$ cat config.mk
export PLATFORM = sky130hd
export DESIGN_NAME = bitmap_contiguous_block_allocator
export DESIGN_NICKNAME = d
export VERILOG_FILES = /design/src/rtl/bcba_pkg.sv /design/src/rtl/bitmap_contiguous_block_allocator.sv /design/src/rtl/bcba_map_store.sv /design/src/rtl/bcba_run_scan.sv
export SDC_FILE = /design/constraint.sdc
export NUM_CORES = 2
export LEC_CHECK = 0
export BUFFER_PORTS_ARGS = -buffer_cell sky130_fd_sc_hd__clkbuf_2
export CAP_MARGIN = 40
export CORE_ASPECT_RATIO = 0.8
export CORE_MARGIN = 5
export CORE_UTILIZATION = 35
export CTS_CLUSTER_SIZE = 20
export DETAILED_ROUTE_END_ITERATION = 10
export PLACE_DENSITY = 0.58
export SLEW_MARGIN = 40
export SYNTH_ARGS = -nofsm -noshare
export SYNTH_HDL_FRONTEND = slang
export SYNTH_SLANG_ARGS = --single-unit
$ cat constraint.sdc
create_clock -name clock -period 10.2 [get_ports clock]
set_input_delay 0 -clock clock [delete_from_list [all_inputs] [get_ports clock]]
set_output_delay 0 -clock clock [all_outputs]
set_load 0.03 [all_outputs]
$ cat src/rtl/bcba_pkg.sv
`timescale 1ns / 1ps
`default_nettype none

package bcba_pkg;

   // Map geometry: one used bit per block, packed into 32-bit memory words.
   localparam int NUM_BLOCKS  = 1024;
   localparam int WORD_BITS   = 32;
   localparam int MAP_WORDS   = NUM_BLOCKS / WORD_BITS;
   localparam int WORD_ADDR_W = $clog2(MAP_WORDS);
   localparam int BIT_SEL_W   = $clog2(WORD_BITS);
   localparam int BLK_IDX_W   = $clog2(NUM_BLOCKS);

   // The run search looks at one chunk of a word per cycle.
   localparam int CHUNK_BITS  = 8;
   localparam int CHUNKS      = WORD_BITS / CHUNK_BITS;
   localparam int CHUNK_SEL_W = $clog2(CHUNKS);
   localparam int CHUNK_POS_W = $clog2(CHUNK_BITS);

   // Field widths.
   localparam int CNT_W   = 11;
   localparam int ADDR_W  = 64;
   localparam int SIZE_W  = 32;
   localparam int STAT_W  = 3;
   localparam int LOG2_W  = 5;

   // Result status codes.
   localparam logic [STAT_W-1:0] ST_OK         = 3'd0;
   localparam logic [STAT_W-1:0] ST_TOO_FEW    = 3'd1;
   localparam logic [STAT_W-1:0] ST_NO_RUN     = 3'd2;
   localparam logic [STAT_W-1:0] ST_BELOW_BASE = 3'd3;
   localparam logic [STAT_W-1:0] ST_BEYOND_END = 3'd4;

   // Request operation codes.
   localparam logic OP_ALLOC = 1'b0;
   localparam logic OP_FREE  = 1'b1;

   // Configuration register indexes. The spare index holds no register and
   // writes to it are ignored.
   localparam logic [1:0] REG_BASE  = 2'd0;
   localparam logic [1:0] REG_LOG2  = 2'd1;
   localparam logic [1:0] REG_COUNT = 2'd2;
   localparam logic [1:0] REG_SPARE = 2'd3;

   // Inputs to the run search for one chunk.
   typedef struct packed {
      logic [CHUNK_BITS-1:0] used_bits;
      logic [BLK_IDX_W-1:0]  first_index;
      logic [CNT_W-1:0]      run_in;
      logic [CNT_W-1:0]      need;
      logic [CNT_W-1:0]      limit;
   } scan_in_type;

   // Outcome of the run search for one chunk.
   typedef struct packed {
      logic                 hit;
      logic [BLK_IDX_W-1:0] start;
      logic [CNT_W-1:0]     run_out;
   } scan_out_type;

endpackage

`default_nettype wire

$ cat src/rtl/bitmap_contiguous_block_allocator.sv
`timescale 1ns / 1ps
`default_nettype none

// Channel   Direction  Handshake             Payload
// req_      in         tvalid/tready         tuser operation, tdata size and address
// rsp_      out        tvalid/tready         tdata address, status, free count
// csr_      in         APB, pready tied high 64-bit registers at 0x00, 0x08, 0x10
//
// One request at a time. An allocate searches the map one 8-bit chunk per cycle
// (up to 32 words), then marks each word of the run found in turn. A free
// checks the address and then clears each word of its run in turn. Reset and
// every write to a register other than the spare index start a clearing pass
// over all 32 words of the map memory, during which no request is accepted. A
// result waits in the output register while the next request is taken.

module bitmap_contiguous_block_allocator
   import bcba_pkg::*;
(
   input  wire logic         clock,
   input  wire logic         reset,
   // req_tuser: operation [0]
   // req_tdata: request_size [31:0], free_address [95:32]
   input  wire logic         req_tvalid,
   output logic              req_tready,
   input  wire logic [95:0]  req_tdata,
   input  wire logic         req_tuser,
   // rsp_tdata: result_address [63:0], status [66:64], free_count_now [77:67]
   output logic              rsp_tvalid,
   input  wire logic         rsp_tready,
   output logic [79:0]       rsp_tdata,
   input  wire logic         csr_psel,
   input  wire logic         csr_penable,
   input  wire logic         csr_pwrite,
   input  wire logic [4:0]   csr_paddr,
   input  wire logic [63:0]  csr_pwdata,
   output logic [63:0]       csr_prdata,
   output logic              csr_pready
);

   typedef enum logic [2:0] {
      S_CLEAR, S_IDLE, S_DECODE, S_CHECK, S_SCAN, S_MARK, S_RESP
   } state_type;

   state_type state_ff, state_in;

   // Configuration registers.
   logic [ADDR_W-1:0] base_ff, base_in;
   logic [LOG2_W-1:0] log2_ff, log2_in;
   logic [CNT_W-1:0]  count_ff, count_in;
   logic [CNT_W-1:0]  eff_cnt, eff_cnt_in;
   logic              cfg_wr;
   logic [1:0]        cfg_idx;

   // Request and working registers.
   logic              op_ff, op_in;
   logic [SIZE_W-1:0] size_ff, size_in;
   logic [ADDR_W-1:0] faddr_ff, faddr_in;
   logic [SIZE_W:0]   blocks_ff, blocks_in;
   logic [ADDR_W-1:0] diff_ff, diff_in;
   logic              below_ff, below_in;
   logic [CNT_W-1:0]  need_ff, need_in;
   logic [CNT_W-1:0]  run_ff, run_in;
   logic [CNT_W-1:0]  fcount_ff, fcount_in;
   logic [WORD_ADDR_W-1:0] word_ff, word_in;
   logic [CHUNK_SEL_W-1:0] chunk_ff, chunk_in;
   logic [BLK_IDX_W-1:0]   lo_ff, lo_in;
   logic [WORD_ADDR_W-1:0] clr_ff, clr_in;
   logic [ADDR_W-1:0] res_addr_ff, res_addr_in;
   logic [STAT_W-1:0] res_stat_ff, res_stat_in;

   // Output register.
   logic              out_valid_ff, out_valid_in;
   logic [79:0]       out_data_ff, out_data_in;

   // Map memory port signals.
   logic                   mem_wr_en;
   logic [WORD_ADDR_W-1:0] mem_wr_addr;
   logic [WORD_BITS-1:0]   mem_wr_data;
   logic                   mem_rd_en;
   logic [WORD_ADDR_W-1:0] mem_rd_addr;
   logic [WORD_BITS-1:0]   mem_rd_data;

   scan_in_type  scan_in;
   scan_out_type scan_out;

   bcba_map_store u_map_store (
      .clock   (clock),
      .wr_en   (mem_wr_en),
      .wr_addr (mem_wr_addr),
      .wr_data (mem_wr_data),
      .rd_en   (mem_rd_en),
      .rd_addr (mem_rd_addr),
      .rd_data (mem_rd_data)
   );

   bcba_run_scan u_run_scan (
      .scan_in  (scan_in),
      .scan_out (scan_out)
   );

   // Register port decode and read back.
   assign csr_pready = 1'b1;
   assign cfg_idx    = csr_paddr[4:3];
   assign cfg_wr     = csr_psel && csr_penable && csr_pwrite && csr_pready;

   always_comb begin
      case (cfg_idx)
         REG_BASE:  csr_prdata = base_ff;
         REG_LOG2:  csr_prdata = {59'd0, log2_ff};
         REG_COUNT: csr_prdata = {53'd0, count_ff};
         default:   csr_prdata = '0;
      endcase
   end

   assign eff_cnt    = (count_ff > CNT_W'(NUM_BLOCKS)) ? CNT_W'(NUM_BLOCKS) : count_ff;
   assign eff_cnt_in = (count_in > CNT_W'(NUM_BLOCKS)) ? CNT_W'(NUM_BLOCKS) : count_in;

   // Run search input: the current chunk of the word just read.
   always_comb begin
      scan_in.used_bits   = mem_rd_data[chunk_ff*CHUNK_BITS +: CHUNK_BITS];
      scan_in.first_index = {word_ff, chunk_ff, CHUNK_POS_W'(0)};
      scan_in.run_in      = run_ff;
      scan_in.need        = need_ff;
      scan_in.limit       = eff_cnt;
   end

   assign req_tready = (state_ff == S_IDLE);
   assign rsp_tvalid = out_valid_ff;
   assign rsp_tdata  = out_data_ff;

   // Control sequencer next-state logic.
   always_comb begin
      logic [SIZE_W:0]      bs_m1;
      logic [ADDR_W-1:0]    start64;
      logic [ADDR_W-1:0]    cnt64;
      logic [ADDR_W-1:0]    blk64;
      logic [CNT_W-1:0]     hi_calc;
      logic [CNT_W:0]       fsum;
      logic [WORD_BITS-1:0] mask;
      logic [BLK_IDX_W-1:0] bidx;
      state_in    = state_ff;
      base_in     = base_ff;
      log2_in     = log2_ff;
      count_in    = count_ff;
      op_in       = op_ff;
      size_in     = size_ff;
      faddr_in    = faddr_ff;
      blocks_in   = blocks_ff;
      diff_in     = diff_ff;
      below_in    = below_ff;
      need_in     = need_ff;
      run_in      = run_ff;
      fcount_in   = fcount_ff;
      word_in     = word_ff;
      chunk_in    = chunk_ff;
      lo_in       = lo_ff;
      clr_in      = clr_ff;
      res_addr_in = res_addr_ff;
      res_stat_in = res_stat_ff;
      out_valid_in = out_valid_ff;
      out_data_in  = out_data_ff;
      mem_wr_en   = 1'b0;
      mem_wr_addr = word_ff;
      mem_wr_data = '0;
      mem_rd_en   = 1'b0;
      mem_rd_addr = word_ff;
      bs_m1   = (SIZE_W+1)'(1) << log2_ff;
      bs_m1   = bs_m1 - (SIZE_W+1)'(1);
      start64 = diff_ff >> log2_ff;
      cnt64   = {{(ADDR_W-CNT_W){1'b0}}, eff_cnt};
      blk64   = {{(ADDR_W-SIZE_W-1){1'b0}}, blocks_ff};
      hi_calc = {1'b0, lo_ff} + need_ff - CNT_W'(1);
      fsum    = {1'b0, fcount_ff} + {1'b0, need_ff};
      mask    = '0;
      bidx    = '0;

      // The result leaves the output register when taken.
      if (out_valid_ff && rsp_tready) begin
         out_valid_in = 1'b0;
      end

      case (state_ff)
         S_CLEAR: begin
            mem_wr_en   = 1'b1;
            mem_wr_addr = clr_ff;
            mem_wr_data = '0;
            clr_in      = clr_ff + WORD_ADDR_W'(1);
            if (clr_ff == WORD_ADDR_W'(MAP_WORDS - 1)) begin
               state_in = S_IDLE;
            end
         end
         S_IDLE: begin
            if (req_tvalid) begin
               op_in    = req_tuser;
               size_in  = req_tdata[31:0];
               faddr_in = req_tdata[95:32];
               state_in = S_DECODE;
            end
         end
         S_DECODE: begin
            // Round the byte size up to whole blocks; start the address checks.
            blocks_in = ({1'b0, size_ff} + bs_m1) >> log2_ff;
            below_in  = faddr_ff < base_ff;
            diff_in   = faddr_ff - base_ff;
            state_in  = S_CHECK;
         end
         S_CHECK: begin
            res_addr_in = '0;
            res_stat_in = ST_OK;
            if (op_ff == OP_ALLOC) begin
               res_addr_in = '1;
               // A zero-byte allocate still needs one free block.
               if (blocks_ff > {{(SIZE_W+1-CNT_W){1'b0}}, fcount_ff} ||
                   (blocks_ff == '0 && fcount_ff == '0)) begin
                  res_stat_in = ST_TOO_FEW;
                  state_in    = S_RESP;
               end else begin
                  need_in   = (blocks_ff == '0) ? CNT_W'(1) : blocks_ff[CNT_W-1:0];
                  run_in    = '0;
                  word_in   = '0;
                  chunk_in  = '0;
                  mem_rd_en   = 1'b1;
                  mem_rd_addr = '0;
                  state_in  = S_SCAN;
               end
            end else begin
               if (below_ff) begin
                  res_stat_in = ST_BELOW_BASE;
                  state_in    = S_RESP;
               end else if (blk64 > cnt64 || start64 > cnt64 - blk64) begin
                  res_stat_in = ST_BEYOND_END;
                  state_in    = S_RESP;
               end else if (blocks_ff == '0) begin
                  state_in = S_RESP;
               end else begin
                  need_in     = blocks_ff[CNT_W-1:0];
                  lo_in       = start64[BLK_IDX_W-1:0];
                  word_in     = start64[BLK_IDX_W-1:BIT_SEL_W];
                  mem_rd_en   = 1'b1;
                  mem_rd_addr = start64[BLK_IDX_W-1:BIT_SEL_W];
                  state_in    = S_MARK;
               end
            end
         end
         S_SCAN: begin
            if (scan_out.hit) begin
               lo_in       = scan_out.start;
               word_in     = scan_out.start[BLK_IDX_W-1:BIT_SEL_W];
               mem_rd_en   = 1'b1;
               mem_rd_addr = scan_out.start[BLK_IDX_W-1:BIT_SEL_W];
               state_in    = S_MARK;
            end else begin
               run_in   = scan_out.run_out;
               chunk_in = chunk_ff + CHUNK_SEL_W'(1);
               if (chunk_ff == CHUNK_SEL_W'(CHUNKS - 1)) begin
                  if (word_ff == WORD_ADDR_W'(MAP_WORDS - 1)) begin
                     res_stat_in = ST_NO_RUN;
                     state_in    = S_RESP;
                  end else begin
                     word_in     = word_ff + WORD_ADDR_W'(1);
                     mem_rd_en   = 1'b1;
                     mem_rd_addr = word_ff + WORD_ADDR_W'(1);
                  end
               end
            end
         end
         S_MARK: begin
            // Read-modify-write one word a cycle; the next word's read overlaps.
            for (int b = 0; b < WORD_BITS; b++) begin
               bidx    = {word_ff, BIT_SEL_W'(b)};
               mask[b] = (bidx >= lo_ff) && (bidx <= hi_calc[BLK_IDX_W-1:0]);
            end
            mem_wr_en   = 1'b1;
            mem_wr_addr = word_ff;
            mem_wr_data = (op_ff == OP_ALLOC) ? (mem_rd_data | mask)
                                              : (mem_rd_data & ~mask);
            if (word_ff == hi_calc[BLK_IDX_W-1:BIT_SEL_W]) begin
               if (op_ff == OP_ALLOC) begin
                  fcount_in   = fcount_ff - need_ff;
                  res_addr_in = base_ff +
                                ({{(ADDR_W-BLK_IDX_W){1'b0}}, lo_ff} << log2_ff);
                  res_stat_in = ST_OK;
               end else begin
                  fcount_in = (fsum > {1'b0, eff_cnt}) ? eff_cnt : fsum[CNT_W-1:0];
               end
               state_in = S_RESP;
            end else begin
               word_in     = word_ff + WORD_ADDR_W'(1);
               mem_rd_en   = 1'b1;
               mem_rd_addr = word_ff + WORD_ADDR_W'(1);
            end
         end
         S_RESP: begin
            if (!out_valid_ff || rsp_tready) begin
               out_valid_in = 1'b1;
               out_data_in  = {2'b00, fcount_ff, res_stat_ff, res_addr_ff};
               state_in     = S_IDLE;
            end
         end
         default: begin
            state_in = S_CLEAR;
            clr_in   = '0;
         end
      endcase

      // A write to any register but the spare index reinitialises the store.
      if (cfg_wr) begin
         case (cfg_idx)
            REG_BASE:  base_in  = csr_pwdata;
            REG_LOG2:  log2_in  = csr_pwdata[LOG2_W-1:0];
            REG_COUNT: count_in = csr_pwdata[CNT_W-1:0];
            default:   ;
         endcase
         if (cfg_idx != REG_SPARE) begin
            state_in  = S_CLEAR;
            clr_in    = '0;
            fcount_in = eff_cnt_in;
         end
      end
   end

   // State, control and registered outputs.
   always_ff @(posedge clock) begin
      if (reset) begin
         state_ff     <= S_CLEAR;
         clr_ff       <= '0;
         base_ff      <= '0;
         log2_ff      <= LOG2_W'(6);
         count_ff     <= CNT_W'(NUM_BLOCKS);
         fcount_ff    <= CNT_W'(NUM_BLOCKS);
         out_valid_ff <= 1'b0;
         out_data_ff  <= '0;
      end else begin
         state_ff     <= state_in;
         clr_ff       <= clr_in;
         base_ff      <= base_in;
         log2_ff      <= log2_in;
         count_ff     <= count_in;
         fcount_ff    <= fcount_in;
         out_valid_ff <= out_valid_in;
         out_data_ff  <= out_data_in;
      end
   end

   // Payload registers.
   always_ff @(posedge clock) begin
      op_ff       <= op_in;
      size_ff     <= size_in;
      faddr_ff    <= faddr_in;
      blocks_ff   <= blocks_in;
      diff_ff     <= diff_in;
      below_ff    <= below_in;
      need_ff     <= need_in;
      run_ff      <= run_in;
      word_ff     <= word_in;
      chunk_ff    <= chunk_in;
      lo_ff       <= lo_in;
      res_addr_ff <= res_addr_in;
      res_stat_ff <= res_stat_in;
   end

   // The free count never exceeds the managed block count.
   assert property (@(posedge clock) disable iff (reset) fcount_ff <= eff_cnt)
      else $error("free count above block count");

   // The map is never read and written at the same row in one cycle.
   assert property (@(posedge clock) disable iff (reset)
      !(mem_wr_en && mem_rd_en && mem_wr_addr == mem_rd_addr))
      else $error("map read and write collide");

   // Only one request is in work at a time.
   assert property (@(posedge clock) disable iff (reset)
      (req_tvalid && req_tready && !cfg_wr) |=> !req_tready)
      else $error("request taken while busy");

   // A delivered status is always a defined code.
   assert property (@(posedge clock) disable iff (reset)
      rsp_tvalid |-> (rsp_tdata[66:64] <= ST_BEYOND_END))
      else $error("undefined status code");

endmodule

`default_nettype wire

$ cat src/rtl/bcba_map_store.sv
`timescale 1ns / 1ps
`default_nettype none

module bcba_map_store
   import bcba_pkg::*;
(
   input  wire logic                   clock,
   input  wire logic                   wr_en,
   input  wire logic [WORD_ADDR_W-1:0] wr_addr,
   input  wire logic [WORD_BITS-1:0]   wr_data,
   input  wire logic                   rd_en,
   input  wire logic [WORD_ADDR_W-1:0] rd_addr,
   output logic      [WORD_BITS-1:0]   rd_data
);

   // Used-bit map, one word per row.
   logic [WORD_BITS-1:0] map_mem [MAP_WORDS];
   logic [WORD_BITS-1:0] rd_data_ff;

   always_ff @(posedge clock) begin
      if (wr_en) begin
         map_mem[wr_addr] <= wr_data;
      end
   end

   // Registered read, data valid the cycle after rd_en.
   always_ff @(posedge clock) begin
      if (rd_en) begin
         rd_data_ff <= map_mem[rd_addr];
      end
   end

   assign rd_data = rd_data_ff;

endmodule

`default_nettype wire

$ cat src/rtl/bcba_run_scan.sv
`timescale 1ns / 1ps
`default_nettype none

module bcba_run_scan
   import bcba_pkg::*;
(
   input  wire scan_in_type  scan_in,
   output scan_out_type      scan_out
);

   // Walk one chunk, extending the current run of free blocks. Blocks at or
   // beyond the managed count are treated as used.
   always_comb begin
      logic [CNT_W-1:0]     run;
      logic                 hit;
      logic [BLK_IDX_W-1:0] start;
      logic [BLK_IDX_W-1:0] idx;
      logic [CNT_W-1:0]     begin_idx;
      run       = scan_in.run_in;
      hit       = 1'b0;
      start     = '0;
      idx       = '0;
      begin_idx = '0;
      for (int j = 0; j < CHUNK_BITS; j++) begin
         idx = scan_in.first_index + BLK_IDX_W'(j);
         if (!scan_in.used_bits[j] && ({1'b0, idx} < scan_in.limit)) begin
            run = run + CNT_W'(1);
         end else begin
            run = '0;
         end
         if (!hit && run == scan_in.need) begin
            hit       = 1'b1;
            begin_idx = {1'b0, idx} + CNT_W'(1) - scan_in.need;
            start     = begin_idx[BLK_IDX_W-1:0];
         end
      end
      scan_out.hit     = hit;
      scan_out.start   = start;
      scan_out.run_out = run;
   end

endmodule

`default_nettype wire
==> reports/metrics.sh <==
REQUIRED_NS=10.83
WORSTPATHARRIVAL_NS=10.55
TIMING.HOLD.WORST.START='csr_penable'
IOS=320
CLOCK-SINKS=1535
TIMING.HOLD.WS_NS=0.104
CLOCK_SKEW_NS=0.0773
POSTSYNTH.ASYNCRESETSHARE_PCT=0
TRITONCTS.NUM_BUFFERS=163
MAXSLEWVIOLCOUNT=0
SHARE_SEQ_OF_TOTAL_POWER_PCT=45.2
MAXSLEWHEADROOM_PCT=35.7
RUN_STATUS='finished, final reports clean'
NUM_VIAS=66800
FIN_SETUP_TNS_NS=0
FIRST_GLOBAL_VIAS=64000
TOTALPOWERFINAL_mW=15.2
SYNTH_SEQUENTIAL_AREA_RATIO_PCT=52.1
GRT_MAX_DEGREE=87
FINAL-HOLD-VIOLATION-COUNT=0
ROWS=161
POWER.INTERNAL_mW=11.2
TOTAL_LEAKAGE_POWER_nW=35.9
FLOORPLAN.INITIALDENSITY_PCT=35.2
FIN_UTIL_PCT=42.3
TIMING.FINAL.SETUP_VIOLATIONS=0
ANTENNA_VIOLATIONS_BEFORE_REPAIR=22
COMBINATIONALPOWERSHARE_PCT=15.5
LAYOUT.CELL_AREA.NON_FILLER_MM2=0.102
FIN_CRIT_NS=9.92
ROUTABILITY_CONGESTION_ESTIMATE_FROM_GLOBAL_PLACEMENT=1.00
MOST-COMMON-LAYOUT-CELLS='edfxtp_1, nand2_1, mux2i_1'
SYNTH_AREA_MM2=0.0850
CELL_OCCURRING_MOST_OFTEN_ALONG_THE_WORST_TIMING_PATH='buf_4'
DIE_AREA_MM2=0.253
PLACED_AREA_MM2=0.0928
NUM-NETS-FINAL=8929
HOLD_CLASS='primary input to register'
MOSTFREQUENTLAYOUTCELL='edfxtp_1'
DRT_FIRST_PASS_ITERS=6
SETUP.WORST_PATH.START='count_ff[9]'
DRT-VIAS-PER-INSTANCE=5.71
POST_SYNTH_MUX_AREA_SHARE_PCT=11.8
SYNTH-ADDER-AREA-SHARE_PCT=5.59
SYN-MEAN-INSTANCE-AREA_UM2=11.2
FINAL_LAYOUT_SIZE_SUFFIX_GT1_SHARE_PCT=15.5
SYNTHTOPCELLSBYAREA='edfxtp_1, mux2i_1, ha_1'
FINAL_ANTENNA_NET_COUNT=0
FILL_CELLS=22400
PORT_BUFFERS=313
WL_UM=300000
GRT_USE_TOTAL_PCT=22.9
CTS_ROOT_BUF='clkbuf_16'
COREAREA_MM2=0.241
XOR_XNOR_FRACTION_OF_SYNTH_AREA_PCT=2.99
SYN_INST=7585
CRITICAL_PATH.MAX_STAGE_DELAY_NS=0.44
SYNTH_LARGEST_TYPE_AREA_FRACTION_PCT=47.8
CRITICAL_PATH.ENDPOINT_TYPE='register'
POWERDENSITY_mW_PER_MM2=149
SYNTHSIMPLEGATEAREAFRAC_PCT=11.2
IR_DROP_V=0.000153
WORST_SETUP_PATH_START_KIND='register'
DRT_ITER0_DRC=7604
CAP_VIOLATIONS=0
SHARE_OF_POWER_BURNED_IN_THE_CLOCK_NETWORK_PCT=39.3
WORST_SETUP_HOLD_PATH_CLK_SLEW_NS=0.06
NUMBER_OF_WARNINGS_PRINTED_DURING_YOSYS_SYNTHESIS=0
CRIT_PATH_TOP_DELAY_CELL='dfxtp_1'
DP_HPWL_UM=206000
SYNTH_TOP_CELL_BY_AREA='edfxtp_1'
DETAIL_ROUTE.WL_PER_CELL_UM=25.6
DOMINANTREGCELLSYNTH='edfxtp_1'
CTS-HTREE-LEVELS=4
SYNTH_ENABLE_FLOP_CELLS=1352
POST-ROUTE-PERIOD-UTIL_PCT=97.3
SYN2LAYOUT_AREA_GROWTH_PCT=20.0
CRITICAL_PATH.REG2REG.STARTPOINT='count_ff[9]'
CRITICAL_PATH_CLASS='register to register'
VERTICAL_EXTENT_OF_THE_DIE_UM=451
SYNTH_COMPOUND_AREA_SHARE_PCT=12.4
DOMINANT_COMBINATIONAL_CELL_FAMILY_BY_AREA_AFTER_SYNTHESIS='compound AO/OA/AOI/OAI gates'
MAX-CLOCK-PATH-BUFFERS=3
P_SW_mW=3.95
DIE_SPAN_IN_X_UM=561
CTS_TREE='done'
PATH_MAX_FANOUT=21
YS_FF_LATCH=1535
OVERFLOW=0
MAX_FREQ_MHz=101
TIGHTESTPINTRANSITION_NS=0.962
DETAIL_ROUTE.DRC_VIOLATIONS=0
SWITCHING_FRACTION_PCT=26.0
GLOBAL_ROUTE_WIRE_LENGTH_BEFORE_REPAIR_UM=435000
CLK-INSERTION-DELAY-LATE_NS=0.86
SYNTH_CELL_TYPES=107
-- cell usage after synthesis (159+ instances only) --
cell	n
nor3_1	159
ha_1	359
inv_1	361
o21ai_0	301
a21oi_1	558
dfxtp_1	183
mux2i_1	748
xnor2_1	219
edfxtp_1	1352
nor2_1	531
nand2_1	775
clkbuf_1	281
-- cell type report --
class	instances	area [um^2]	area share, %
Inverter	373	1400	1.37
Sequential cell	1535	44300	43.4
Multi-Input combinational cell	5272	38200	37.5
Clock inverter	102	1130	1.11
Antenna cell	14	35.0	0.0344
Clock buffer	195	4280	4.20
Tap cell	3178	3980	3.90
Timing Repair Buffer	1039	8660	8.49
-- critical path: cells and delay by family (launching register included) --
kind                       cells  cell delay [ns]
muxes                          2             0.37
buffers and inverters          9             1.39
adders and majority gates      4             1.26
and+or+nand+nor               16             3.30
DFF                            1             0.44
AOI/OAI and AO/OA             12             2.94
-- timing repair --
action,CTS,global route
gates resized for setup,1,43
endpoints found under the setup margin,2,32
cloned,0,0
hold buffers,338,0
hold endpoints to repair,268,0
buffers inserted,0,10
pin swaps,0,5
-- logic make-up after synthesis --
logic type                 Yosys count
xor gates and xnor gates           289
buffers and inverters              779
muxes                              907
and+or+nand+nor                   2041
AOI/OAI and AO/OA                 1660
DFF                               1535
other                                2
adders and majority gates          372
-- sequential cells by signal, indices dropped and copies added, names as in the netlist, 32 cells and up --
signal	cells
base_ff	64
diff_ff	64
blocks_ff	33
faddr_ff	64
rsp_tdata	78
u_map_store.rd_data	32
res_addr_ff	64
size_ff	32
u_map_store.map_mem	1024
-- stage by stage --
step / instances / setup WS (ns)
final: 11700 / 0.280
after floorplan: 7586 / 0.0565
after detailed placement: 11000 / 0.0491
after global routing: 11700 / -0.0485
after CTS: 11700 / 0.0210
after global placement: 11000 / 0.115
-- power groups by stage --
stage / registers (mW) / logic, mW / clock network [mW]
floorplan: 6.98 / 1.41 / 0
global placement: 6.99 / 2.18 / 0
detailed placement: 6.99 / 2.21 / 0
CTS: 6.86 / 2.32 / 6.07
global route: 6.86 / 2.48 / 6.35
finish: 6.86 / 2.35 / 5.97
-- routing by layer --
layer | wire (um) | share of wire, % | global-route usage (%) | vias up
met5 | 13 | 0.0043 | 0 | -
met4 | 9110 | 3.0 | 6.79 | 2
met3 | 27000 | 9.0 | 4.84 | 537
met2 | 129000 | 43 | 34.2 | 3076
met1 | 134000 | 45 | 33.4 | 33400
li1 | - | - | - | 29800
-- path summary, 6_finish.rpt --
kind | endpoint | slack, ns | depth (start not counted)
hold / removal | log2_ff[1] | 0.10 | 4
hold reg to reg | rsp_tdata[40] | 0.46 | 2
setup reg to reg | u_map_store.rd_data[15] | 0.28 | 43
setup / recovery | u_map_store.rd_data[15] | 0.28 | 43
Power figures use the tool's default switching activity.
